### config.mk
export PLATFORM = sky130hd
export DESIGN_NAME = pwm_duty_frequency_meter
export DESIGN_NICKNAME = d
export VERILOG_FILES = /design/src/rtl/pdfm_pkg.sv /design/src/rtl/pwm_duty_frequency_meter.sv /design/src/rtl/pdfm_divider.sv /design/src/rtl/pdfm_phase.sv
export SDC_FILE = /design/constraint.sdc
export NUM_CORES = 1
export LEC_CHECK = 0
export ABC_AREA = 1
export ABC_CLOCK_PERIOD_IN_PS = 7800
export BUFFER_PORTS_ARGS = -buffer_cell sky130_fd_sc_hd__buf_4
export CORE_AREA = 2 2 198 200
export CTS_BUF_LIST = sky130_fd_sc_hd__clkbuf_4
export DETAILED_ROUTE_END_ITERATION = 7
export DIE_AREA = 0 0 200 202
export PLACE_DENSITY = 0.56
export RECOVER_POWER = 100
export SLEW_MARGIN = 10
export SYNTH_ARGS = -nofsm -noshare
export SYNTH_HDL_FRONTEND = slang
export SYNTH_HIERARCHICAL = 1
export SYNTH_SLANG_ARGS = --single-unit
### constraint.sdc
create_clock -name clock -period 7.8 [get_ports clock]
set_clock_uncertainty 0.2 [all_clocks]
set_input_delay 1.95 -clock clock [delete_from_list [all_inputs] [get_ports clock]]
set_output_delay 1.95 -clock clock [all_outputs]
set_load 0.03 [all_outputs]
### src/rtl/pdfm_pkg.sv
`timescale 1ns / 1ps
`default_nettype none
// ----------------------------------------------------------------------------
// pdfm_pkg
// Shared types and constants of the PWM duty-cycle and frequency meter.
// ----------------------------------------------------------------------------
package pdfm_pkg;

   localparam int TICK_BITS     = 24;
   localparam int HIGH_BITS     = 16;
   localparam int LOW_BITS      = 16;
   localparam int PERIOD_BITS   = 17;
   localparam int DUTY_BITS     = 7;
   localparam int FREQ_BITS     = 24;
   localparam int SCALE_BITS    = 7;

   localparam logic [TICK_BITS-1:0]  TICK_RATE_RESET = 24'd100000;
   localparam logic [SCALE_BITS-1:0] PERCENT_SCALE   = 7'd100;

   typedef enum logic [2:0] {
      ST_IDLE,
      ST_PREP,
      ST_DUTY_GO,
      ST_DUTY_RUN,
      ST_FREQ_GO,
      ST_FREQ_RUN,
      ST_OUT
   } state_type;

   typedef struct packed {
      logic busy;
      logic done;
   } div_status_type;

   typedef struct packed {
      logic fire;
      logic rising;
   } phase_event_type;

endpackage
`default_nettype wire

### src/rtl/pwm_duty_frequency_meter.sv
`timescale 1ns / 1ps
`default_nettype none
// ----------------------------------------------------------------------------
// pwm_duty_frequency_meter
// Measures high time, low time, period, duty cycle and frequency of a
// sampled pulse line.
//
// req_ carries one sample word per tick (req_level). A sample that shows no
// level change is taken without a stall and gives no result. A sample that
// ends a phase starts a computation: ST_PREP forms period and high*100, then,
// unless the period is zero, two divisions run on one shared restoring
// divider of DW = max(COUNT_BITS+7, 24) steps each; req_stall is high for
// the whole computation.
// rsp_ delivers one result word per level change from an output register;
// while rsp_stall is high the word holds and a finished next result waits in
// the sequencer until the register frees.
// csr_ writes tick_rate_hz, the frequency dividend; csr_ready is always high.
// Reset clears counters, latched phases and pending results and sets
// tick_rate_hz to 100000.
// ----------------------------------------------------------------------------
module pwm_duty_frequency_meter #(
   parameter int COUNT_BITS = 16
) (
   input  wire logic                                clock,
   input  wire logic                                reset,
   input  wire logic                                req_valid,
   output logic                                     req_stall,
   input  wire logic                                req_level,
   output logic                                     rsp_valid,
   input  wire logic                                rsp_stall,
   output logic [pdfm_pkg::HIGH_BITS-1:0]           rsp_high_ticks,
   output logic [pdfm_pkg::LOW_BITS-1:0]            rsp_low_ticks,
   output logic [pdfm_pkg::PERIOD_BITS-1:0]         rsp_period_ticks,
   output logic [pdfm_pkg::DUTY_BITS-1:0]           rsp_duty_percent,
   output logic [pdfm_pkg::FREQ_BITS-1:0]           rsp_frequency_hz,
   output logic                                     rsp_rising_edge,
   output logic                                     rsp_invalid,
   input  wire logic                                csr_valid,
   output logic                                     csr_ready,
   input  wire logic [pdfm_pkg::TICK_BITS-1:0]      csr_tick_rate_hz
);

   localparam int PBITS = COUNT_BITS + 1;
   localparam int MBITS = COUNT_BITS + pdfm_pkg::SCALE_BITS;
   localparam int DW    = (MBITS > pdfm_pkg::FREQ_BITS) ? MBITS : pdfm_pkg::FREQ_BITS;
   localparam int XBITS = COUNT_BITS + pdfm_pkg::PERIOD_BITS;

   pdfm_pkg::state_type        state_ff, state_in;
   pdfm_pkg::phase_event_type  phase_event;
   pdfm_pkg::div_status_type   div_status;

   logic                             req_accept;
   logic [COUNT_BITS-1:0]            high_latched;
   logic [COUNT_BITS-1:0]            low_latched;
   logic [pdfm_pkg::TICK_BITS-1:0]   tick_rate_ff;
   logic [PBITS-1:0]                 period_ff, period_in;
   logic [MBITS-1:0]                 product_ff, product_in;
   logic                             invalid_ff, invalid_in;
   logic                             rising_ff, rising_in;
   logic [pdfm_pkg::DUTY_BITS-1:0]   duty_ff, duty_in;
   logic [pdfm_pkg::FREQ_BITS-1:0]   freq_ff, freq_in;
   logic                             div_start;
   logic [DW-1:0]                    div_dividend;
   logic [DW-1:0]                    div_quotient;
   logic                             load_rsp;
   logic                             rsp_valid_ff, rsp_valid_in;
   logic [XBITS-1:0]                 high_ext, low_ext, period_ext;

   logic [pdfm_pkg::HIGH_BITS-1:0]   rsp_high_ff;
   logic [pdfm_pkg::LOW_BITS-1:0]    rsp_low_ff;
   logic [pdfm_pkg::PERIOD_BITS-1:0] rsp_period_ff;
   logic [pdfm_pkg::DUTY_BITS-1:0]   rsp_duty_ff;
   logic [pdfm_pkg::FREQ_BITS-1:0]   rsp_freq_ff;
   logic                             rsp_rising_ff;
   logic                             rsp_invalid_ff;

   assign req_stall  = (state_ff != pdfm_pkg::ST_IDLE);
   assign req_accept = req_valid && !req_stall;
   assign csr_ready  = 1'b1;

   pdfm_phase #(
      .COUNT_BITS (COUNT_BITS)
   ) u_phase (
      .clock        (clock),
      .reset        (reset),
      .sample       (req_accept),
      .level        (req_level),
      .event_out    (phase_event),
      .high_latched (high_latched),
      .low_latched  (low_latched)
   );

   pdfm_divider #(
      .DIVIDEND_BITS (DW),
      .DIVISOR_BITS  (PBITS)
   ) u_divider (
      .clock    (clock),
      .reset    (reset),
      .start    (div_start),
      .dividend (div_dividend),
      .divisor  (period_ff),
      .quotient (div_quotient),
      .status   (div_status)
   );

   // next state
   always_comb begin
      state_in = state_ff;
      case (state_ff)
         pdfm_pkg::ST_IDLE: begin
            if (req_accept && phase_event.fire) begin
               state_in = pdfm_pkg::ST_PREP;
            end
         end
         pdfm_pkg::ST_PREP: begin
            state_in = invalid_in ? pdfm_pkg::ST_OUT : pdfm_pkg::ST_DUTY_GO;
         end
         pdfm_pkg::ST_DUTY_GO: begin
            state_in = pdfm_pkg::ST_DUTY_RUN;
         end
         pdfm_pkg::ST_DUTY_RUN: begin
            if (div_status.done) begin
               state_in = pdfm_pkg::ST_FREQ_GO;
            end
         end
         pdfm_pkg::ST_FREQ_GO: begin
            state_in = pdfm_pkg::ST_FREQ_RUN;
         end
         pdfm_pkg::ST_FREQ_RUN: begin
            if (div_status.done) begin
               state_in = pdfm_pkg::ST_OUT;
            end
         end
         pdfm_pkg::ST_OUT: begin
            if (!rsp_valid_ff || !rsp_stall) begin
               state_in = pdfm_pkg::ST_IDLE;
            end
         end
         default: begin
            state_in = pdfm_pkg::ST_IDLE;
         end
      endcase
   end

   // outputs and datapath
   always_comb begin
      period_in    = period_ff;
      product_in   = product_ff;
      invalid_in   = invalid_ff;
      rising_in    = rising_ff;
      duty_in      = duty_ff;
      freq_in      = freq_ff;
      div_start    = 1'b0;
      div_dividend = DW'(product_ff);
      load_rsp     = 1'b0;
      case (state_ff)
         pdfm_pkg::ST_IDLE: begin
            if (req_accept) begin
               rising_in = phase_event.rising;
            end
         end
         pdfm_pkg::ST_PREP: begin
            period_in  = PBITS'(high_latched) + PBITS'(low_latched);
            product_in = MBITS'(high_latched) * MBITS'(pdfm_pkg::PERCENT_SCALE);
            invalid_in = (period_in == '0);
            duty_in    = '0;
            freq_in    = '0;
         end
         pdfm_pkg::ST_DUTY_GO: begin
            div_start    = 1'b1;
            div_dividend = DW'(product_ff);
         end
         pdfm_pkg::ST_DUTY_RUN: begin
            if (div_status.done) begin
               duty_in = div_quotient[pdfm_pkg::DUTY_BITS-1:0];
            end
         end
         pdfm_pkg::ST_FREQ_GO: begin
            div_start    = 1'b1;
            div_dividend = DW'(tick_rate_ff);
         end
         pdfm_pkg::ST_FREQ_RUN: begin
            if (div_status.done) begin
               freq_in = div_quotient[pdfm_pkg::FREQ_BITS-1:0];
            end
         end
         pdfm_pkg::ST_OUT: begin
            load_rsp = !rsp_valid_ff || !rsp_stall;
         end
         default: begin
            load_rsp = 1'b0;
         end
      endcase
   end

   assign high_ext   = XBITS'(high_latched);
   assign low_ext    = XBITS'(low_latched);
   assign period_ext = XBITS'(period_ff);

   always_comb begin
      rsp_valid_in = rsp_valid_ff;
      if (load_rsp) begin
         rsp_valid_in = 1'b1;
      end else if (!rsp_stall) begin
         rsp_valid_in = 1'b0;
      end
   end

   always_ff @(posedge clock) begin
      period_ff  <= period_in;
      product_ff <= product_in;
      invalid_ff <= invalid_in;
      rising_ff  <= rising_in;
      duty_ff    <= duty_in;
      freq_ff    <= freq_in;
      if (load_rsp) begin
         rsp_high_ff    <= high_ext[pdfm_pkg::HIGH_BITS-1:0];
         rsp_low_ff     <= low_ext[pdfm_pkg::LOW_BITS-1:0];
         rsp_period_ff  <= period_ext[pdfm_pkg::PERIOD_BITS-1:0];
         rsp_duty_ff    <= duty_ff;
         rsp_freq_ff    <= freq_ff;
         rsp_rising_ff  <= rising_ff;
         rsp_invalid_ff <= invalid_ff;
      end
      if (reset) begin
         state_ff     <= pdfm_pkg::ST_IDLE;
         rsp_valid_ff <= 1'b0;
         tick_rate_ff <= pdfm_pkg::TICK_RATE_RESET;
      end else begin
         state_ff     <= state_in;
         rsp_valid_ff <= rsp_valid_in;
         if (csr_valid && csr_ready) begin
            tick_rate_ff <= csr_tick_rate_hz;
         end
      end
   end

   assign rsp_valid        = rsp_valid_ff;
   assign rsp_high_ticks   = rsp_high_ff;
   assign rsp_low_ticks    = rsp_low_ff;
   assign rsp_period_ticks = rsp_period_ff;
   assign rsp_duty_percent = rsp_duty_ff;
   assign rsp_frequency_hz = rsp_freq_ff;
   assign rsp_rising_edge  = rsp_rising_ff;
   assign rsp_invalid      = rsp_invalid_ff;

endmodule
`default_nettype wire

### src/rtl/pdfm_divider.sv
`timescale 1ns / 1ps
`default_nettype none
// ----------------------------------------------------------------------------
// pdfm_divider
// Shared restoring divider, one quotient bit per cycle.
// ----------------------------------------------------------------------------
module pdfm_divider #(
   parameter int DIVIDEND_BITS = 24,
   parameter int DIVISOR_BITS  = 17
) (
   input  wire logic                       clock,
   input  wire logic                       reset,
   input  wire logic                       start,
   input  wire logic [DIVIDEND_BITS-1:0]   dividend,
   input  wire logic [DIVISOR_BITS-1:0]    divisor,
   output logic [DIVIDEND_BITS-1:0]        quotient,
   output pdfm_pkg::div_status_type        status
);

   localparam int CNT_BITS = $clog2(DIVIDEND_BITS + 1);

   logic [DIVISOR_BITS-1:0]  rem_ff, rem_in;
   logic [DIVIDEND_BITS-1:0] quo_ff, quo_in;
   logic [DIVISOR_BITS-1:0]  divisor_ff, divisor_in;
   logic [CNT_BITS-1:0]      cnt_ff, cnt_in;
   logic                     busy_ff, busy_in;
   logic                     done_ff, done_in;

   logic [DIVISOR_BITS:0]    trial;
   logic [DIVISOR_BITS:0]    diff;
   logic                     fits;

   assign trial = {rem_ff, quo_ff[DIVIDEND_BITS-1]};
   assign diff  = trial - {1'b0, divisor_ff};
   assign fits  = trial >= {1'b0, divisor_ff};

   always_comb begin
      rem_in     = rem_ff;
      quo_in     = quo_ff;
      divisor_in = divisor_ff;
      cnt_in     = cnt_ff;
      busy_in    = busy_ff;
      done_in    = 1'b0;
      if (start) begin
         rem_in     = '0;
         quo_in     = dividend;
         divisor_in = divisor;
         cnt_in     = CNT_BITS'(DIVIDEND_BITS);
         busy_in    = 1'b1;
      end else if (busy_ff) begin
         rem_in = fits ? diff[DIVISOR_BITS-1:0] : trial[DIVISOR_BITS-1:0];
         quo_in = {quo_ff[DIVIDEND_BITS-2:0], fits};
         cnt_in = cnt_ff - CNT_BITS'(1);
         if (cnt_ff == CNT_BITS'(1)) begin
            busy_in = 1'b0;
            done_in = 1'b1;
         end
      end
   end

   always_ff @(posedge clock) begin
      rem_ff     <= rem_in;
      quo_ff     <= quo_in;
      divisor_ff <= divisor_in;
      if (reset) begin
         cnt_ff  <= '0;
         busy_ff <= 1'b0;
         done_ff <= 1'b0;
      end else begin
         cnt_ff  <= cnt_in;
         busy_ff <= busy_in;
         done_ff <= done_in;
      end
   end

   assign quotient    = quo_ff;
   assign status.busy = busy_ff;
   assign status.done = done_ff;

endmodule
`default_nettype wire

### src/rtl/pdfm_phase.sv
`timescale 1ns / 1ps
`default_nettype none
// ----------------------------------------------------------------------------
// pdfm_phase
// Saturating high and low phase counters with latching on level change.
// ----------------------------------------------------------------------------
module pdfm_phase #(
   parameter int COUNT_BITS = 16
) (
   input  wire logic                   clock,
   input  wire logic                   reset,
   input  wire logic                   sample,
   input  wire logic                   level,
   output pdfm_pkg::phase_event_type   event_out,
   output logic [COUNT_BITS-1:0]       high_latched,
   output logic [COUNT_BITS-1:0]       low_latched
);

   localparam logic [COUNT_BITS-1:0] COUNT_MAX = '1;

   logic [COUNT_BITS-1:0] high_cnt_ff, high_cnt_in;
   logic [COUNT_BITS-1:0] low_cnt_ff, low_cnt_in;
   logic [COUNT_BITS-1:0] high_lat_ff, high_lat_in;
   logic [COUNT_BITS-1:0] low_lat_ff, low_lat_in;
   logic                  phase_high_ff, phase_high_in;
   logic                  fire;

   assign fire = sample && (level == phase_high_ff);

   always_comb begin
      high_cnt_in   = high_cnt_ff;
      low_cnt_in    = low_cnt_ff;
      high_lat_in   = high_lat_ff;
      low_lat_in    = low_lat_ff;
      phase_high_in = phase_high_ff;
      if (sample) begin
         if (level) begin
            if (high_cnt_ff != COUNT_MAX) begin
               high_cnt_in = high_cnt_ff + COUNT_BITS'(1);
            end
            if (fire) begin
               low_lat_in    = low_cnt_ff;
               low_cnt_in    = '0;
               phase_high_in = 1'b0;
            end
         end else begin
            if (low_cnt_ff != COUNT_MAX) begin
               low_cnt_in = low_cnt_ff + COUNT_BITS'(1);
            end
            if (fire) begin
               high_lat_in   = high_cnt_ff;
               high_cnt_in   = '0;
               phase_high_in = 1'b1;
            end
         end
      end
   end

   always_ff @(posedge clock) begin
      if (reset) begin
         high_cnt_ff   <= '0;
         low_cnt_ff    <= '0;
         high_lat_ff   <= '0;
         low_lat_ff    <= '0;
         phase_high_ff <= 1'b0;
      end else begin
         high_cnt_ff   <= high_cnt_in;
         low_cnt_ff    <= low_cnt_in;
         high_lat_ff   <= high_lat_in;
         low_lat_ff    <= low_lat_in;
         phase_high_ff <= phase_high_in;
      end
   end

   assign event_out.fire   = fire;
   assign event_out.rising = level;
   assign high_latched     = high_lat_ff;
   assign low_latched      = low_lat_ff;

endmodule
`default_nettype wire

# After elaboration in Yosys (flattened, before gate mapping)
# Cells that the tools add are included.
# op_classes
reduce_logical,27
n_lt_le_gt_ge,1
bitwise,2
eq_ne,17
multipliers,1
add_sub_neg,5
mux,33
# ops
operator,n
two-way mux 24 bit,4
two-way mux 16 bit,5
case mux 24 bit (2 select lines),1
adder 16 x 1 -> 16 bit (second input constant),2
inequality test 16 bit (second input constant),2
multiplier 16 x 5 -> 21 bit (second input constant),1
case mux 3 bit (7 select lines),1
greater-or-equal comparator 18 x 17 -> 1 bit,1
adder 16 x 16 -> 17 bit,1
zero test 17 bit,1
two-way mux 17 bit,1
subtractor 17 bit,1
two-way mux 3 bit,5
case mux 7 bit (2 select lines),1
two-way mux 1 bit,12
AND reduction 3 bit,4
two-way mux 5 bit,2
inequality test 2 x 1 -> 1 bit (second input constant),5
nonzero test 2 bit,5
== test 3 bit (second input constant),3
AND reduction 2 bit,4
two-way mux 7 bit,1
== test 3 x 2 -> 1 bit (second input constant),2
== test 5 x 1 -> 1 bit (second input constant),1
other kinds (13),20
# totals
register_bits,311

# Depth between registers and ports, before layout
# logic_depth
ltp_word,7
ltp_mapped,18
ltp_nobuf,16

# Modules after synthesis
# The synthesis kept the hierarchy.
# by_module_without_submodules
module,area_each_um2,instances,cells_per_inst,seq_area_each_um2
pwm_duty_frequency_meter,8861.0,1,860,5144.9
pdfm_divider,3908.7,1,514,1711.6
pdfm_phase,3465.8,1,534,1301.2

# Worst setup path before layout
# OpenSTA, ideal clock, no wires.
# synth_timing
kind,input to register
from,input port rsp_stall
to,"register rsp_duty_ff, in the netlist rsp_duty_percent[0], enable pin"
t_required_ps,7077
setup_ps,523
slack_ps,1597
t_arrival_ps,5481
n_path_buf,0
stages,3
cell_sequence,nand2_1 > inv_1 > nor2_1
# synth_between
elab_chain_cells,3
# synth_rtl
element,line,text
from (decl),pwm_duty_frequency_meter.sv:30,"input wire logic rsp_stall,"
zero test 1 bit,--,
logical OR 1 bit,pwm_duty_frequency_meter.sv:188,load_rsp = !rsp_valid_ff || !rsp_stall;
two-way mux 1 bit,pwm_duty_frequency_meter.sv:156,case (state_ff)
via load_rsp,pwm_duty_frequency_meter.sv:65,logic load_rsp;
to (signal assigned),pwm_duty_frequency_meter.sv:220,rsp_duty_ff <= duty_ff;
to (decl),pwm_duty_frequency_meter.sv:72,logic [pdfm_pkg::DUTY_BITS-1:0] rsp_duty_ff;
# The timed path passes the listed nets, and every way through them passes these cells.
# A chain may end at the register's enable or synchronous reset.

# Worst setup path in the final report
# layout_timing
from,register state_ff[0]
to,"register u_divider.quo_ff[19] (netlist: u_divider/quotient[19]), enable pin"
# layout_between
elab_chain_cells,4
elab_cells_between_ends,5
cone_classes,eq/ne: 2; mux: 1; reduce/logical: 2
# layout_rtl
element,line,text
from (decl),pwm_duty_frequency_meter.sv:48,"pdfm_pkg::state_type state_ff, state_in;"
from (signal assigned),pwm_duty_frequency_meter.sv:226,state_ff <= pdfm_pkg::ST_IDLE;
from (signal assigned),pwm_duty_frequency_meter.sv:230,state_ff <= state_in;
== test 3 bit or == test 3 x 2 -> 1 bit (tied branches),pwm_duty_frequency_meter.sv:156,
OR reduction 2 bit (no source line) (*),--,
two-way mux 1 bit (*),pwm_duty_frequency_meter.sv:156,
via div_start,pwm_duty_frequency_meter.sv:62,logic div_start;
nonzero test 2 bit (no source line) (*),--,
to (signal assigned),pdfm_divider.sv:63,quo_ff <= quo_in;
to (decl),pdfm_divider.sv:23,"logic [DIVIDEND_BITS-1:0] quo_ff, quo_in;"
# The timed path passes the listed nets; every way through them passes the cells marked *.

==> run metrics <==
outcome=complete, but fails checks; failing checks=capacitance limit, slew limit; Critical Path RT=slightly below 8000 ps; TritonCTS Buffers=86; area of the mapped netlist=0.01623 mm^2; Switching Share=a little under two fifths; RSZ-0062 raised after global routing=no; register area=0.008158 mm^2; RR Startpoint=state_ff[0]; Worst EP arrival=5320 ps; worst-margin pin slew=3128 ps; area delta synth->final=12.04%; Power Internal=3.459 mW; Hold Crit Class=flip-flop to flip-flop; clock sink count=311; DRC=0; CTS Root Cell=clkbuf_4; clk buf depth=3; Worst slew margin=-109.3%; Setup crit end=u_divider/quotient[19]; largest net degree at the start of global routing=55; total grt overflow=0; Peak Freq=185.3 MHz; number of global-route vias before repair=12.21k; net count after synthesis=2039; crit start category=flip-flop; CTS H-tree depth=3; Worst setup EP type=flip-flop; Avg Cell Area, Syn=around 8.5 um^2; Pwr per Cell Area=300.5 mW/mm^2; yosys synthesis warning count=6; P_sw=roughly 2 mW; Multi-input gate area=0.006615 mm^2; Die ar.=about 0.040 mm^2; wire per inst=between 10 and 15 um; drt via density=4.745; Clk pin slew, worst setup/hold paths=70 ps; Hold Buf Count CTS=0; max cap viols=4; dpl cells=between 2k and 2.5k; GR Util All Layers=19.16%; initial antenna violation count=1; via count=12.60k; Max VDD drop=about 120 uV; Mapped Cells=between 1.5k and 2k; Initial Util=between 40% and 50%; Worst Path Max Fanout=44; Port Buffers=113; reg2reg setup slack=between 2000 and 2500 ps; antenna-violating nets left=0; Logic pwr share=between 20% and 30%; clock network power share=27.2%; clk_lat worst skew=roughly 800 ps; post_cts resized=0; DR iter-0 viols=839; Final TNS setup=0 ps; final hold vios=0; hold slack=between 150 and 200 ps; final RePlAce weighted congestion=0.8808; Tmin final=around 5400 ps; sequential share of power=44.7%; CTS tree=yes; DRT Pass-1 Iters=5; R2R cell count=6; fillcell total=3859; final instance count without filler cells=approximately 2.7k; share of layout cells above drive strength 1=10.39%; first-pass GRT wire length=roughly 61000 um; Die X=approximately 200 um; max-slew violations=174; Crit Path Class=flip-flop to flip-flop; Final Cycle Share=69.18%; RR Endpoint=u_divider/quotient[19]; Post-Route WL=37490 um; Rows=between 70 and 80; CP startpoint=state_ff[0]; Core ar.=0.03829 mm^2; Die H=202 um; post-CTS setup buffers=0; Post-DP HPWL=27210 um; final setup violating endpoints=0; io pins=~120; Lkg Pwr=8.394 nW; final core utilization=47.49%; Final nets=2196
-- cells in the final DEF, fill, tap and decap left out, types with 9 or more instances in the layout --
cell,instances
a21oi_1,85
clkinv_1,29
nand2_2,16
fa_1,13
clkbuf_4,124
xor2_1,21
edfxtp_1,193
inv_1,276
xnor2_1,10
clkbuf_1,88
ha_1,89
nor2_2,9
nand2_1,548
nor3_1,9
buf_4,28
o21ai_0,46
dfxtp_1,118
nand3_1,152
nand4_1,13
nand3_2,9
nor2_1,192
-- registers in the layout (all words and copies together), names as in the netlist, 17 cells and up --
register,cells
freq_ff,24
period_ff,17
product_ff,21
rsp_frequency_hz,24
rsp_period_ticks,17
tick_rate_ff,24
u_divider/divisor_ff,17
u_divider/quotient,24
u_divider/rem_ff,17
-- power by group through the flow --
stage               Sequential (mW)  Clock, mW  Combinational, mW
detailed placement             2.47          0               1.58
global placement               2.46          0               1.56
floorplan                      2.42          0               1.20
global route                   2.48       1.64               1.77
finish                         2.44       1.49               1.54
CTS                            2.44       1.55               1.59
-- worst min-delay path by stage --
stage	startpoint	to	cells after the start
3_3_place_gp	freq_ff[6]	rsp_frequency_hz[6]	0
4_1_cts	rising_ff	rsp_rising_edge	0
5_1_grt	rising_ff	rsp_rising_edge	0
3_5_place_dp	freq_ff[11]	rsp_frequency_hz[11]	0
6_report	rising_ff	rsp_rising_edge	0
2_1_floorplan	duty_ff[0]	rsp_duty_percent[0]	0
-- layout make-up --
class / count / share of cell area, %
inverter: 287 / 5.932
sequential: 311 / 44.87
clock inverter: 39 / 1.142
antenna: 1 / 0.01376
timing repair buffer: 118 / 3.056
clock buffer: 122 / 5.038
tap: 518 / 3.565
multi-input combinational: 1260 / 36.38
-- through the flow --
stage / area (um^2) / worst slack (ps) / total power [mW]
2_1_floorplan: 16230 / 1597 / 3.622
3_3_place_gp: 17480 / 3345 / 4.018
3_5_place_dp: 17480 / 3169 / 4.048
4_1_cts: 18600 / 3548 / 5.576
5_1_grt: 18180 / 1786 / 5.890
6_report: 18180 / 2404 / 5.463
-- worst max-delay path, cell delays in order, from the launching register on --
cell and delay, ps:
dfxtp_1 440, nor2_1 110, nand2_1 640, nand2_1 110
clkbuf_1 850, nor2_1 1100, clkinv_1 1220
-- per-layer routing --
layer  share of wire, %  vias to the layer above  track usage, %
met5                  0                        -               0
met4                2.0                        0           6.931
met3                5.2                       59           3.921
met2                 45                      281           30.20
met1                 48                     5746           26.08
li1                   -                     6517               -
(Power assumes the default switching activity.)
